<file path="src/rtl/spe_pkg.sv">
package spe_pkg;

	localparam int unsigned SLOTS_DEF = 32;

	typedef enum logic [1:0] {
		OP_SPAWN = 2'd0,
		OP_TICK  = 2'd1,
		OP_CLEAR = 2'd2,
		OP_NONE  = 2'd3
	} op_t;

	localparam logic KIND_SPRITE = 1'b0;
	localparam logic KIND_TILE   = 1'b1;

	localparam int signed SCR_MIN   = -8;
	localparam int signed SCR_X_MAX = 240;
	localparam int signed SCR_Y_MAX = 160;

	typedef struct packed {
		logic [1:0]  opcode;
		logic [11:0] pos_x;
		logic [11:0] pos_y;
		logic [11:0] start_frame;
		logic [3:0]  anim_count;
		logic [7:0]  life;
		logic [1:0]  prio;
		logic [1:0]  flip;
		logic [3:0]  palette;
		logic [1:0]  gravity;
		logic [15:0] random_bits;
	} in_item_t;

	typedef struct packed {
		logic        kind;
		logic [4:0]  slot;
		logic [15:0] frame_offset;
		logic [8:0]  screen_x;
		logic [7:0]  screen_y;
		logic [3:0]  out_palette;
		logic [1:0]  out_prio;
		logic [1:0]  out_flip;
		logic        last;
	} out_item_t;

	// controller -> datapath
	typedef struct packed {
		logic load;      // latch input item
		logic spawn;     // write spawn slot
		logic clear;     // clear sweep step at index
		logic rd;        // issue read of slot at index
		logic proc;      // process read data for slot
		logic idx_rst;
		logic idx_inc;
	} dp_cmd_t;

	// datapath -> controller
	typedef struct packed {
		logic       spawn_ok;
		logic       idx_end;
		logic       out_busy;
		logic [1:0] op;
	} dp_sts_t;

	// (b & 0x7F) / 5, inverted when bit 7 is set
	function automatic logic [7:0] rand_vel(input logic [7:0] b);
		logic [7:0] v;
		logic [14:0] p;
		begin
			// x/5 for x<128 : (x*205)>>10
			p = {8'd0, b[6:0]} * 15'd205;
			v = {3'd0, p[14:10]};
			rand_vel = b[7] ? ~v : v;
		end
	endfunction

endpackage

</file>
<file path="src/rtl/spe_if.sv">
interface spe_if #(parameter type T = logic) ();
	logic valid;
	logic ready;
	T     data;
	modport source (output valid, output data, input ready);
	modport sink   (input valid, input data, output ready);
endinterface

</file>
<file path="src/rtl/spe_ctrl.sv">
module spe_ctrl
	import spe_pkg::*;
(
	input  logic    clk,
	input  logic    arst_n,
	input  logic    in_valid,
	output logic    in_ready,
	input  dp_sts_t sts,
	output dp_cmd_t cmd
);
	typedef enum logic [5:0] {
		ST_IDLE  = 6'b000001,
		ST_DEC   = 6'b000010,
		ST_RD    = 6'b000100,
		ST_PROC  = 6'b001000,
		ST_CLR   = 6'b010000,
		ST_DRAIN = 6'b100000
	} state_t;

	state_t state_q, state_d;

	always_comb begin
		state_d  = state_q;
		cmd      = '0;
		in_ready = 1'b0;
		case (state_q)
			ST_IDLE: begin
				in_ready = 1'b1;
				if (in_valid) begin
					cmd.load = 1'b1;
					state_d  = ST_DEC;
				end
			end
			ST_DEC: begin
				cmd.idx_rst = 1'b1;
				case (sts.op)
					OP_SPAWN: begin
						if (!sts.spawn_ok) state_d = ST_IDLE;
						else if (!sts.out_busy) begin
							cmd.spawn = 1'b1;
							state_d   = ST_DRAIN;
						end
					end
					OP_TICK:  state_d = ST_RD;
					OP_CLEAR: state_d = ST_CLR;
					default:  state_d = ST_IDLE;
				endcase
			end
			ST_RD: begin
				cmd.rd  = 1'b1;
				state_d = ST_PROC;
			end
			ST_PROC: begin
				// wait until the output register is free for up to two items
				if (!sts.out_busy) begin
					cmd.proc    = 1'b1;
					cmd.idx_inc = 1'b1;
					state_d     = sts.idx_end ? ST_DRAIN : ST_RD;
				end
			end
			ST_CLR: begin
				cmd.clear   = 1'b1;
				cmd.idx_inc = 1'b1;
				if (sts.idx_end) state_d = ST_IDLE;
			end
			ST_DRAIN: begin
				if (!sts.out_busy) state_d = ST_IDLE;
			end
			default: state_d = ST_IDLE;
		endcase
	end

	always_ff @(posedge clk or negedge arst_n) begin
		if (!arst_n) state_q <= ST_IDLE;
		else         state_q <= state_d;
	end

	a_proc_free: assert property (@(posedge clk) disable iff (!arst_n)
		cmd.proc |-> !sts.out_busy) else $error("proc while output busy");
	a_accept_idle: assert property (@(posedge clk) disable iff (!arst_n)
		cmd.load |-> state_q == ST_IDLE) else $error("load outside idle");
	a_rd_proc: assert property (@(posedge clk) disable iff (!arst_n)
		cmd.rd |=> state_q == ST_PROC) else $error("read not followed by proc");
endmodule

</file>
<file path="src/rtl/spe_dp.sv">
module spe_dp
	import spe_pkg::*;
#(
	parameter int unsigned SLOTS = SLOTS_DEF
) (
	input  logic     clk,
	input  logic     arst_n,
	input  in_item_t in_data,
	input  dp_cmd_t  cmd,
	output dp_sts_t  sts,
	output logic     out_valid,
	input  logic     out_ready,
	output out_item_t out_data
);
	localparam int unsigned IW = (SLOTS > 1) ? $clog2(SLOTS) : 1;

	in_item_t itm_q;
	logic [31:0] xmem [SLOTS];
	logic [31:0] ymem [SLOTS];
	logic [31:0] lmem [SLOTS];
	logic [SLOTS-1:0] vld_q; // x/y entries valid (else zero)
	logic [SLOTS-1:0] lvld_q;
	logic [IW-1:0] idx_q, next_q;
	logic [31:0] xr_s1, yr_s1, lk_s1;
	logic xv_s1, lv_s1;

	// two-entry output queue
	out_item_t oq_q [2];
	logic [1:0] ocnt_q;
	logic       any_q; // a non-final slot of this run already processed

	assign sts.op       = itm_q.opcode;
	assign sts.spawn_ok = (itm_q.life != 8'd0) &&
		!((itm_q.start_frame == 12'd0) && (itm_q.anim_count == 4'd0));
	assign sts.idx_end  = ({1'b0, idx_q} == (IW+1)'(SLOTS - 1));
	assign sts.out_busy = (ocnt_q != 2'd0);

	always_ff @(posedge clk) begin
		if (cmd.load) itm_q <= in_data;
	end

	always_ff @(posedge clk) begin
		if (cmd.rd) begin
			xr_s1 <= xmem[idx_q];
			yr_s1 <= ymem[idx_q];
			lk_s1 <= lmem[idx_q];
		end
	end
	always_ff @(posedge clk or negedge arst_n) begin
		if (!arst_n) begin
			xv_s1 <= 1'b0;
			lv_s1 <= 1'b0;
		end else if (cmd.rd) begin
			xv_s1 <= vld_q[idx_q];
			lv_s1 <= lvld_q[idx_q];
		end
	end

	// tick arithmetic
	logic [31:0] xr, yr, lk, xn, yn;
	logic        dead, reload, xkill, ykill;
	logic [15:0] px, py;
	logic signed [13:0] sx, sy;
	logic [8:0]  vel; // one bit wider than the stored field, so the move sees the true sum
	logic [1:0]  g;
	logic [15:0] fo_t;
	logic [31:0] yadj;

	always_comb begin
		xr = xv_s1 ? xr_s1 : 32'd0;
		yr = xv_s1 ? yr_s1 : 32'd0;
		lk = lv_s1 ? lk_s1 : 32'd0;
		dead   = (xr[31:24] == 8'd0);
		reload = dead && (yr[31:28] != 4'd0);
		yadj = reload ? (yr - 32'h1000_0000) : yr;
		xn = xr;
		if (reload) xn[31:24] = lk[31:24];
		xn[31:24] = xn[31:24] - 8'd1;
		px = xn[15:0] + {{8{xn[23]}}, xn[23:16]};
		xn[15:0] = px;
		sx = $signed({2'b00, px[15:4]}) - $signed({2'b00, itm_q.pos_x});
		xkill = (sx < 14'(SCR_MIN)) || (sx > 14'(SCR_X_MAX));
		g = lk[17:16];
		case (g)
			2'd0:    vel = {yadj[23], yadj[23:16]} + 9'd1;
			2'd1:    vel = {yadj[23], yadj[23:16]} + 9'd2;
			2'd2:    vel = {yadj[23], yadj[23:16]} - 9'd1;
			default: vel = {yadj[23], yadj[23:16]};
		endcase
		py = yadj[15:0] + {{7{vel[8]}}, vel};
		sy = $signed({2'b00, py[15:4]}) - $signed({2'b00, itm_q.pos_y});
		ykill = (sy < 14'(SCR_MIN)) || (sy > 14'(SCR_Y_MAX));
		yn = {yadj[31:24], vel[7:0], py};
		fo_t = 16'({4'd0, yadj[31:28]} + {4'd0, lk[11:0]}) << 3;
	end

	// spawn records
	logic [31:0] sxr, syr, slk;
	logic [15:0] sfo;
	always_comb begin
		sxr = {itm_q.life, rand_vel(itm_q.random_bits[7:0]), itm_q.pos_x, 4'd0};
		syr = {itm_q.anim_count, itm_q.palette, rand_vel(itm_q.random_bits[15:8]),
			itm_q.pos_y, 4'd0};
		slk = {itm_q.life, 6'd0, itm_q.gravity, itm_q.prio, itm_q.flip, itm_q.start_frame};
		sfo = 16'({4'd0, itm_q.anim_count} + {4'd0, itm_q.start_frame}) << 3;
	end

	logic do_tick;
	assign do_tick = cmd.proc && !(dead && !reload);

	always_ff @(posedge clk) begin
		if (cmd.spawn) begin
			xmem[next_q] <= sxr;
			ymem[next_q] <= syr;
			lmem[next_q] <= slk;
		end else if (do_tick) begin
			xmem[idx_q] <= (xkill || ykill) ? {8'd0, xn[23:0]} : xn;
			ymem[idx_q] <= xkill ? yadj : yn;
		end
	end

	always_ff @(posedge clk or negedge arst_n) begin
		if (!arst_n) begin
			vld_q  <= '0;
			lvld_q <= '0;
			next_q <= '0;
			idx_q  <= '0;
		end else begin
			if (cmd.spawn) begin
				vld_q[next_q]  <= 1'b1;
				lvld_q[next_q] <= 1'b1;
				next_q <= ({1'b0, next_q} == (IW+1)'(SLOTS - 1)) ? '0 : next_q + 1'b1;
			end else if (do_tick) vld_q[idx_q] <= 1'b1;
			if (cmd.clear) vld_q[idx_q] <= 1'b0;
			if (cmd.idx_rst) idx_q <= '0;
			else if (cmd.idx_inc) idx_q <= sts.idx_end ? '0 : idx_q + 1'b1;
		end
	end

	// result generation: tile then sprite for one slot
	out_item_t tile_i, spr_i;
	logic t_en, s_en;
	logic [4:0] slot5;
	assign slot5 = 5'(idx_q);
	always_comb begin
		tile_i = '0;
		tile_i.kind = KIND_TILE;
		tile_i.slot = cmd.spawn ? 5'(next_q) : slot5;
		tile_i.frame_offset = cmd.spawn ? sfo : fo_t;
		tile_i.last = cmd.spawn || (sts.idx_end && !s_en);
		spr_i = '0;
		spr_i.kind = KIND_SPRITE;
		spr_i.slot = slot5;
		spr_i.screen_x = sx[8:0];
		spr_i.screen_y = sy[7:0];
		spr_i.out_palette = yn[27:24];
		spr_i.out_prio = lk[15:14];
		spr_i.out_flip = lk[13:12];
		spr_i.last = sts.idx_end;
		t_en = cmd.spawn || (cmd.proc && reload);
		s_en = do_tick && !xkill && !ykill;
	end

	// "last" must land on the final result of a run; pending item holds
	// until we know whether another follows (a held-back lag item).
	out_item_t hold_q;
	out_item_t hold_last;
	logic hold_v_q;
	logic fin;
	assign fin = cmd.spawn || (cmd.proc && sts.idx_end);

	always_comb begin
		hold_last = hold_q;
		hold_last.last = 1'b1;
	end

	always_ff @(posedge clk or negedge arst_n) begin
		if (!arst_n) begin
			oq_q[0]  <= '0;
			oq_q[1]  <= '0;
			hold_q   <= '0;
			ocnt_q   <= '0;
			hold_v_q <= 1'b0;
			any_q    <= 1'b0;
		end else begin
			if (out_valid && out_ready) begin
				oq_q[0] <= oq_q[1];
				ocnt_q  <= ocnt_q - 2'd1;
			end
			if (cmd.proc || cmd.spawn) begin
				// gather new items in order: held, tile, sprite
				if (fin) begin
					// final slot; with three items, held+tile go now and sprite stays held
					hold_v_q <= hold_v_q && t_en && s_en;
					if (s_en) begin
						if (hold_v_q && t_en) begin
							oq_q[0] <= hold_q;
							oq_q[1] <= tile_i;
							hold_q  <= spr_i;
							ocnt_q  <= 2'd2;
						end else begin
							oq_q[0] <= hold_v_q ? hold_q : (t_en ? tile_i : spr_i);
							oq_q[1] <= spr_i;
							ocnt_q  <= ((hold_v_q || t_en) ? 2'd2 : 2'd1);
						end
					end else if (t_en) begin
						oq_q[0] <= hold_v_q ? hold_q : tile_i;
						oq_q[1] <= tile_i;
						ocnt_q  <= hold_v_q ? 2'd2 : 2'd1;
					end else if (hold_v_q) begin
						oq_q[0] <= hold_last;
						ocnt_q  <= 2'd1;
					end
				end else begin
					// not final: newest item held, earlier ones released
					if (t_en && s_en) begin
						oq_q[0] <= hold_v_q ? hold_q : tile_i;
						oq_q[1] <= tile_i;
						ocnt_q  <= hold_v_q ? 2'd2 : 2'd1;
						hold_q  <= spr_i;
						hold_v_q <= 1'b1;
					end else if (t_en || s_en) begin
						if (hold_v_q) begin
							oq_q[0] <= hold_q;
							ocnt_q  <= 2'd1;
						end
						hold_q  <= t_en ? tile_i : spr_i;
						hold_v_q <= 1'b1;
					end
				end
				any_q <= !fin;
			end else if (hold_v_q && !cmd.proc && ocnt_q == 2'd0 && !any_q) begin
				// pending sprite from a three-item final slot
				oq_q[0]  <= hold_q;
				ocnt_q   <= 2'd1;
				hold_v_q <= 1'b0;
			end
		end
	end

	assign out_valid = (ocnt_q != 2'd0);
	assign out_data  = oq_q[0];

	a_cnt: assert property (@(posedge clk) disable iff (!arst_n)
		ocnt_q != 2'd3) else $error("queue overflow");
	a_busy: assert property (@(posedge clk) disable iff (!arst_n)
		(cmd.proc || cmd.spawn) |-> ocnt_q == 2'd0) else $error("write into busy queue");
	a_excl: assert property (@(posedge clk) disable iff (!arst_n)
		!(cmd.spawn && cmd.proc)) else $error("spawn and tick together");
endmodule

</file>
<file path="src/rtl/sprite_particle_engine_core.sv">
// Particle sprite engine. Keeps SLOTS particle records in on-chip memories
// (x, y and look words, one read port each). Opcode 0 spawns into the next
// ring slot and returns one tile load item; 1 ticks every slot, returning a
// tile load item for each frame step and a sprite attribute item for each
// visible particle, the final item of the run marked with last; 2 clears all
// slots and returns nothing. A spawn writes the slot records; a tick reads
// each slot (memory read then update), waiting while the output side
// stalls; a clear sweeps the valid bits, one slot a cycle. One item is in
// flight at a time.
module sprite_particle_engine_core
	import spe_pkg::*;
#(
	parameter int unsigned SLOTS = SLOTS_DEF
) (
	input logic clk,
	input logic arst_n,
	spe_if.sink   in_ch,
	spe_if.source out_ch
);
	dp_cmd_t cmd;
	dp_sts_t sts;

	// controller: sequences spawn, the slot walk of a tick, and clear
	spe_ctrl u_ctrl (
		.clk      (clk),
		.arst_n   (arst_n),
		.in_valid (in_ch.valid),
		.in_ready (in_ch.ready),
		.sts      (sts),
		.cmd      (cmd)
	);

	// datapath: slot memories, update arithmetic, output queue
	spe_dp #(.SLOTS(SLOTS)) u_dp (
		.clk       (clk),
		.arst_n    (arst_n),
		.in_data   (in_ch.data),
		.cmd       (cmd),
		.sts       (sts),
		.out_valid (out_ch.valid),
		.out_ready (out_ch.ready),
		.out_data  (out_ch.data)
	);
endmodule
</file>
<file path="src/flat_wrapper.sv">
// flat-port wrapper written by rule: the top's interface ports become plain ports
module sprite_particle_engine_core_flat import spe_pkg::*;
#(
	parameter int unsigned SLOTS = SLOTS_DEF
)
  (clk, arst_n, in_ch_valid, in_ch_data, in_ch_ready, out_ch_valid, out_ch_data, out_ch_ready);
  spe_if in_ch_i ();
  spe_if out_ch_i ();
  input logic clk;
  input logic arst_n;
  input wire logic [$bits(in_ch_i.valid)-1:0] in_ch_valid;
  input wire logic [$bits(in_ch_i.data)-1:0] in_ch_data;
  output wire logic [$bits(in_ch_i.ready)-1:0] in_ch_ready;
  output wire logic [$bits(out_ch_i.valid)-1:0] out_ch_valid;
  output wire logic [$bits(out_ch_i.data)-1:0] out_ch_data;
  input wire logic [$bits(out_ch_i.ready)-1:0] out_ch_ready;
  assign in_ch_i.valid = in_ch_valid;
  assign in_ch_i.data = in_ch_data;
  assign in_ch_ready = in_ch_i.ready;
  assign out_ch_valid = out_ch_i.valid;
  assign out_ch_data = out_ch_i.data;
  assign out_ch_i.ready = out_ch_ready;
  sprite_particle_engine_core #(.SLOTS(SLOTS)) u_core (.clk(clk), .arst_n(arst_n), .in_ch(in_ch_i), .out_ch(out_ch_i));
endmodule
</file>
<file path="config.mk">
export PLATFORM = sky130hd
export DESIGN_NAME = sprite_particle_engine_core_flat
export DESIGN_NICKNAME = d
export VERILOG_FILES = /design/src/rtl/spe_pkg.sv /design/src/rtl/spe_if.sv /design/src/rtl/spe_ctrl.sv /design/src/rtl/spe_dp.sv /design/src/rtl/sprite_particle_engine_core.sv /design/src/flat_wrapper.sv
export SDC_FILE = /design/constraint.sdc
export NUM_CORES = 2
export LEC_CHECK = 0
export BUFFER_PORTS_ARGS = -buffer_cell sky130_fd_sc_hd__buf_2
export CORE_ASPECT_RATIO = 1.4
export CORE_MARGIN = 3
export CORE_UTILIZATION = 35
export DETAILED_ROUTE_END_ITERATION = 12
export PLACE_DENSITY = 0.53
export SYNTH_ARGS = -nofsm -noshare
export SYNTH_HDL_FRONTEND = slang
export SYNTH_SLANG_ARGS = --single-unit
</file>
<file path="constraint.sdc">
create_clock -name clk -period 7.9 [get_ports clk]
set_input_delay 0.395 -clock clk [delete_from_list [all_inputs] [get_ports clk]]
set_output_delay 0.395 -clock clk [all_outputs]
set_load 0.005 [all_outputs]
</file>
==> results.toml <==
[timing]
period_share_pct = 78.40
finalClockSkew_ns = 0.04272
fmax_mhz = 161.4
setup_viol = 0
hold_viol_final = 0
rsz0062_at_grt = "no"
maxSlewViolCount = 0
fin_tns_setup_ns = 0
whs_ns = 0.2844
period_needed_ns = 6.194
worst_pin_slew_ns = 1.287
maxSlewHeadroom_pct = 13.78

[drt]
post-route-drc-count = 0
routedWlPerCell_um = 31.12
drtIter0Drc = 3899
drt-total-wl_mm = 211.0
vias = 38220
dr.pass1.iters = 5
ant_nets = 0
via_per_inst = 5.636

[yosys]
synth-seq-cells = 2030
synth_top_area_share_pct = 75.72
synth_top_area_cell = "edfxtp_1"
synth_ff_type = "edfxtp_1"
syn-cell-area_sq_um = 78520
syn_avg_cell_area_sq_um = 21.71
synth.most_common_cell = "edfxtp_1"
synth_cells = 3617
syn-num-nets = 3660
ys_top_cells_by_area = "edfxtp_1, mux4_2, a22oi_1"
synthTopCellsByCount = "edfxtp_1, mux4_2, a22oi_1, clkbuf_1, nor2_1"
async_reset_ff_share_pct = 2.463
synth_edf_count = 1980
yosysUniqueCellTypes = 73
yosys_warnings = 0
synth-seq-area-share_pct = 77.31

[clock_tree]
cts_tree = "built"
htree_levels = 4
cts_hold_buf = 2
post_cts_buffers = 0
cts_resized = 0
cts_buffers = 188
clock_tree.buffer_depth = 4
cts.sinks = 2030
clock_latency_ns = 0.83
clk_pin_slew_ns = 0.07
ctsRootBufferMaster = "clkbuf_16"

[final_layout]
area.growth.synth_to_final_pct = 13.69
fillers = 19362
final_nets = 3783
drive_gt1_share_pct = 25.52

[global_routing]
grt_pass1_wl_mm = 299.8
use_met2_pct = 32.66
grt_remaining_overflow = 0
grt_use_met1_pct = 23.67
use_met3_pct = 1.897
grt_pass1_vias = 39654
top_usage_layer = "met2"
track_usage_pct = 18.22
antenna_found_initial = 1
grt_max_degree = 120

[pwr]
clkPwrFrac_pct = 43.5
powerDensity_nw_per_um2 = 232.2
p_leak_nw = 23.62
switchingPower_mw = 3.946
p_int_mw = 16.79
seqPwrFrac_pct = 56.1
peakVddDrop_mv = 0.1748
combPwrFrac_pct = 0.3
p_sw_share_pct = 19.03

[job]
drv_cap = 0

[floorplanning]
initial_core_util_pct = 35.23
fp.dieH_um = 566.4
core_area_sq_um = 222900
row_count = 205
dieArea_sq_um = 230200
die_w_um = 406.3
io_pins = 8

[setup_path]
cp.arrival_ns = 6.63
critPathKind = "flop to flop"
required_ns = 8.33
cp_max_fo = 33
end_kind = "flop"
cp-start-kind = "flop"

[place]
place.gp.congestion = 0.7705
dp_hpwl_mm = 100.4
io_buffers = 6

[status]
status = "finished, final reports clean"

[min_path]
hold_path_class = "primary input to asynchronous set/reset pin"
[placed cells by master, fill, tap and decap left out, drive strengths merged, types with 14 or more instances in the layout]
master,Yosys,layout
clkbuf,118,241
a21oi,39,39
mux2i,19,19
inv,26,26
o21ai,33,33
nand2,67,67
edfxtp,1980,1980
mux4,488,488
nand4,67,67
a21o,14,14
bufinv,0,20
buf,79,128
and2,35,35
nor2,87,87
dfrtp,49,49
ha,36,36
a22oi,241,241
xor2,17,17
or2,35,35
xnor2,31,31
clkinv,1,65
[worst paths after layout]
check,startpoint,end,slack [ns],cells past startpoint
worst max-delay path,u_core.u_dp.xv_s1,u_core.u_dp.ymem[18][16],1.71,11
worst min-delay path,arst_n,u_core.u_ctrl.state_q[1],0.28,3
worst max register to register,u_core.u_dp.xv_s1,u_core.u_dp.ymem[18][16],1.71,11
worst min register to register,u_core.u_dp.vld_q[11],u_core.u_dp.vld_q[11],0.46,1
max in group asynchronous,arst_n,u_core.u_dp.idx_q[0],7.07,3
min in group clk,out_ch_ready,u_core.u_dp.ocnt_q[0],0.36,7
[registers in the layout, summed over array words and instances, names as in the netlist]
signal,count
u_core.u_dp.yr_s1,28
u_core.u_dp.xr_s1,32
u_core.u_dp.vld_q,32
u_core.u_dp.hold_q,1
u_core.u_dp.ymem,896
u_core.u_dp.xv_s1,1
u_core.u_dp.ocnt_q,2
u_core.u_ctrl.state_q,5
u_core.u_dp.out_data,1
u_core.u_dp.oq_q,1
u_core.u_dp.xmem,1024
u_core.u_dp.hold_v_q,1
u_core.u_dp.any_q,1
u_core.u_dp.idx_q,5
[cell families after synthesis]
logic type                 Yosys count  share of synthesized area [%]
AOI/OAI and AO/OA                  400                          3.700
and+or+nand+nor                    367                          2.462
muxes                              510                          14.28
adders and majority gates           38                         0.6246
xor gates and xnor gates            48                         0.5354
buffers and inverters              224                          1.084
DFF                               2030                          77.31
[critical path, cell delays in order (launching register included)]
cell      delay [ns]
dfrtp_4         0.61
and2_1          0.57
ha_1            0.46
fa_1            0.46
a21o_1          0.24
a221oi_2        0.36
o21ai_1         0.23
xor2_2          0.98
and3_1          0.33
a211oi_4        0.12
buf_4           0.33
xnor2_2         1.05
[area by class of cell]
cell class / instances / area, sq um / share of cell area, %
flip-flops and latches: 2030 / 60720 / 68.02
multi-input cells: 1363 / 17430 / 19.52
clock buffers: 241 / 5010 / 5.612
well taps: 2898 / 3626 / 4.062
repair buffers: 130 / 1406 / 1.575
clock inverters: 92 / 973.4 / 1.090
inverters: 27 / 103.9 / 0.1163
diodes: 1 / 2.502 / 0.002803
[per-layer routing]
metal	up-vias	part of all wire [%]
met1	21187	40
met5	-	0
met2	1176	53
met3	286	4.7
li1	15571	-
met4	0	2.1
[stage by stage]
stage	total power, mW	std cells	setup WS, ns	utilization (%)	area, sq um
detailed placement	11.94	6444	1.688	37.34	83230
global placement	11.93	6444	1.875	37.34	83230
global route	21.31	6782	1.286	40.05	89270
floorplan	11.91	3617	1.934	-	78520
CTS	20.91	6779	1.628	40.03	89230
finish	20.73	6782	1.706	40.05	89270
[power groups by stage]
| stage | clock network [mW] | registers, mW | logic [mW] |
|---|---|---|---|
| detailed placement | 0 | 11.9 | 0.0636 |
| floorplan | 0 | 11.9 | 0.0424 |
| finish | 9.03 | 11.6 | 0.0650 |
| global placement | 0 | 11.9 | 0.0622 |
| global route | 9.60 | 11.6 | 0.0742 |
| CTS | 9.21 | 11.6 | 0.0646 |
Note: power is estimated with default switching activity, not from simulation.
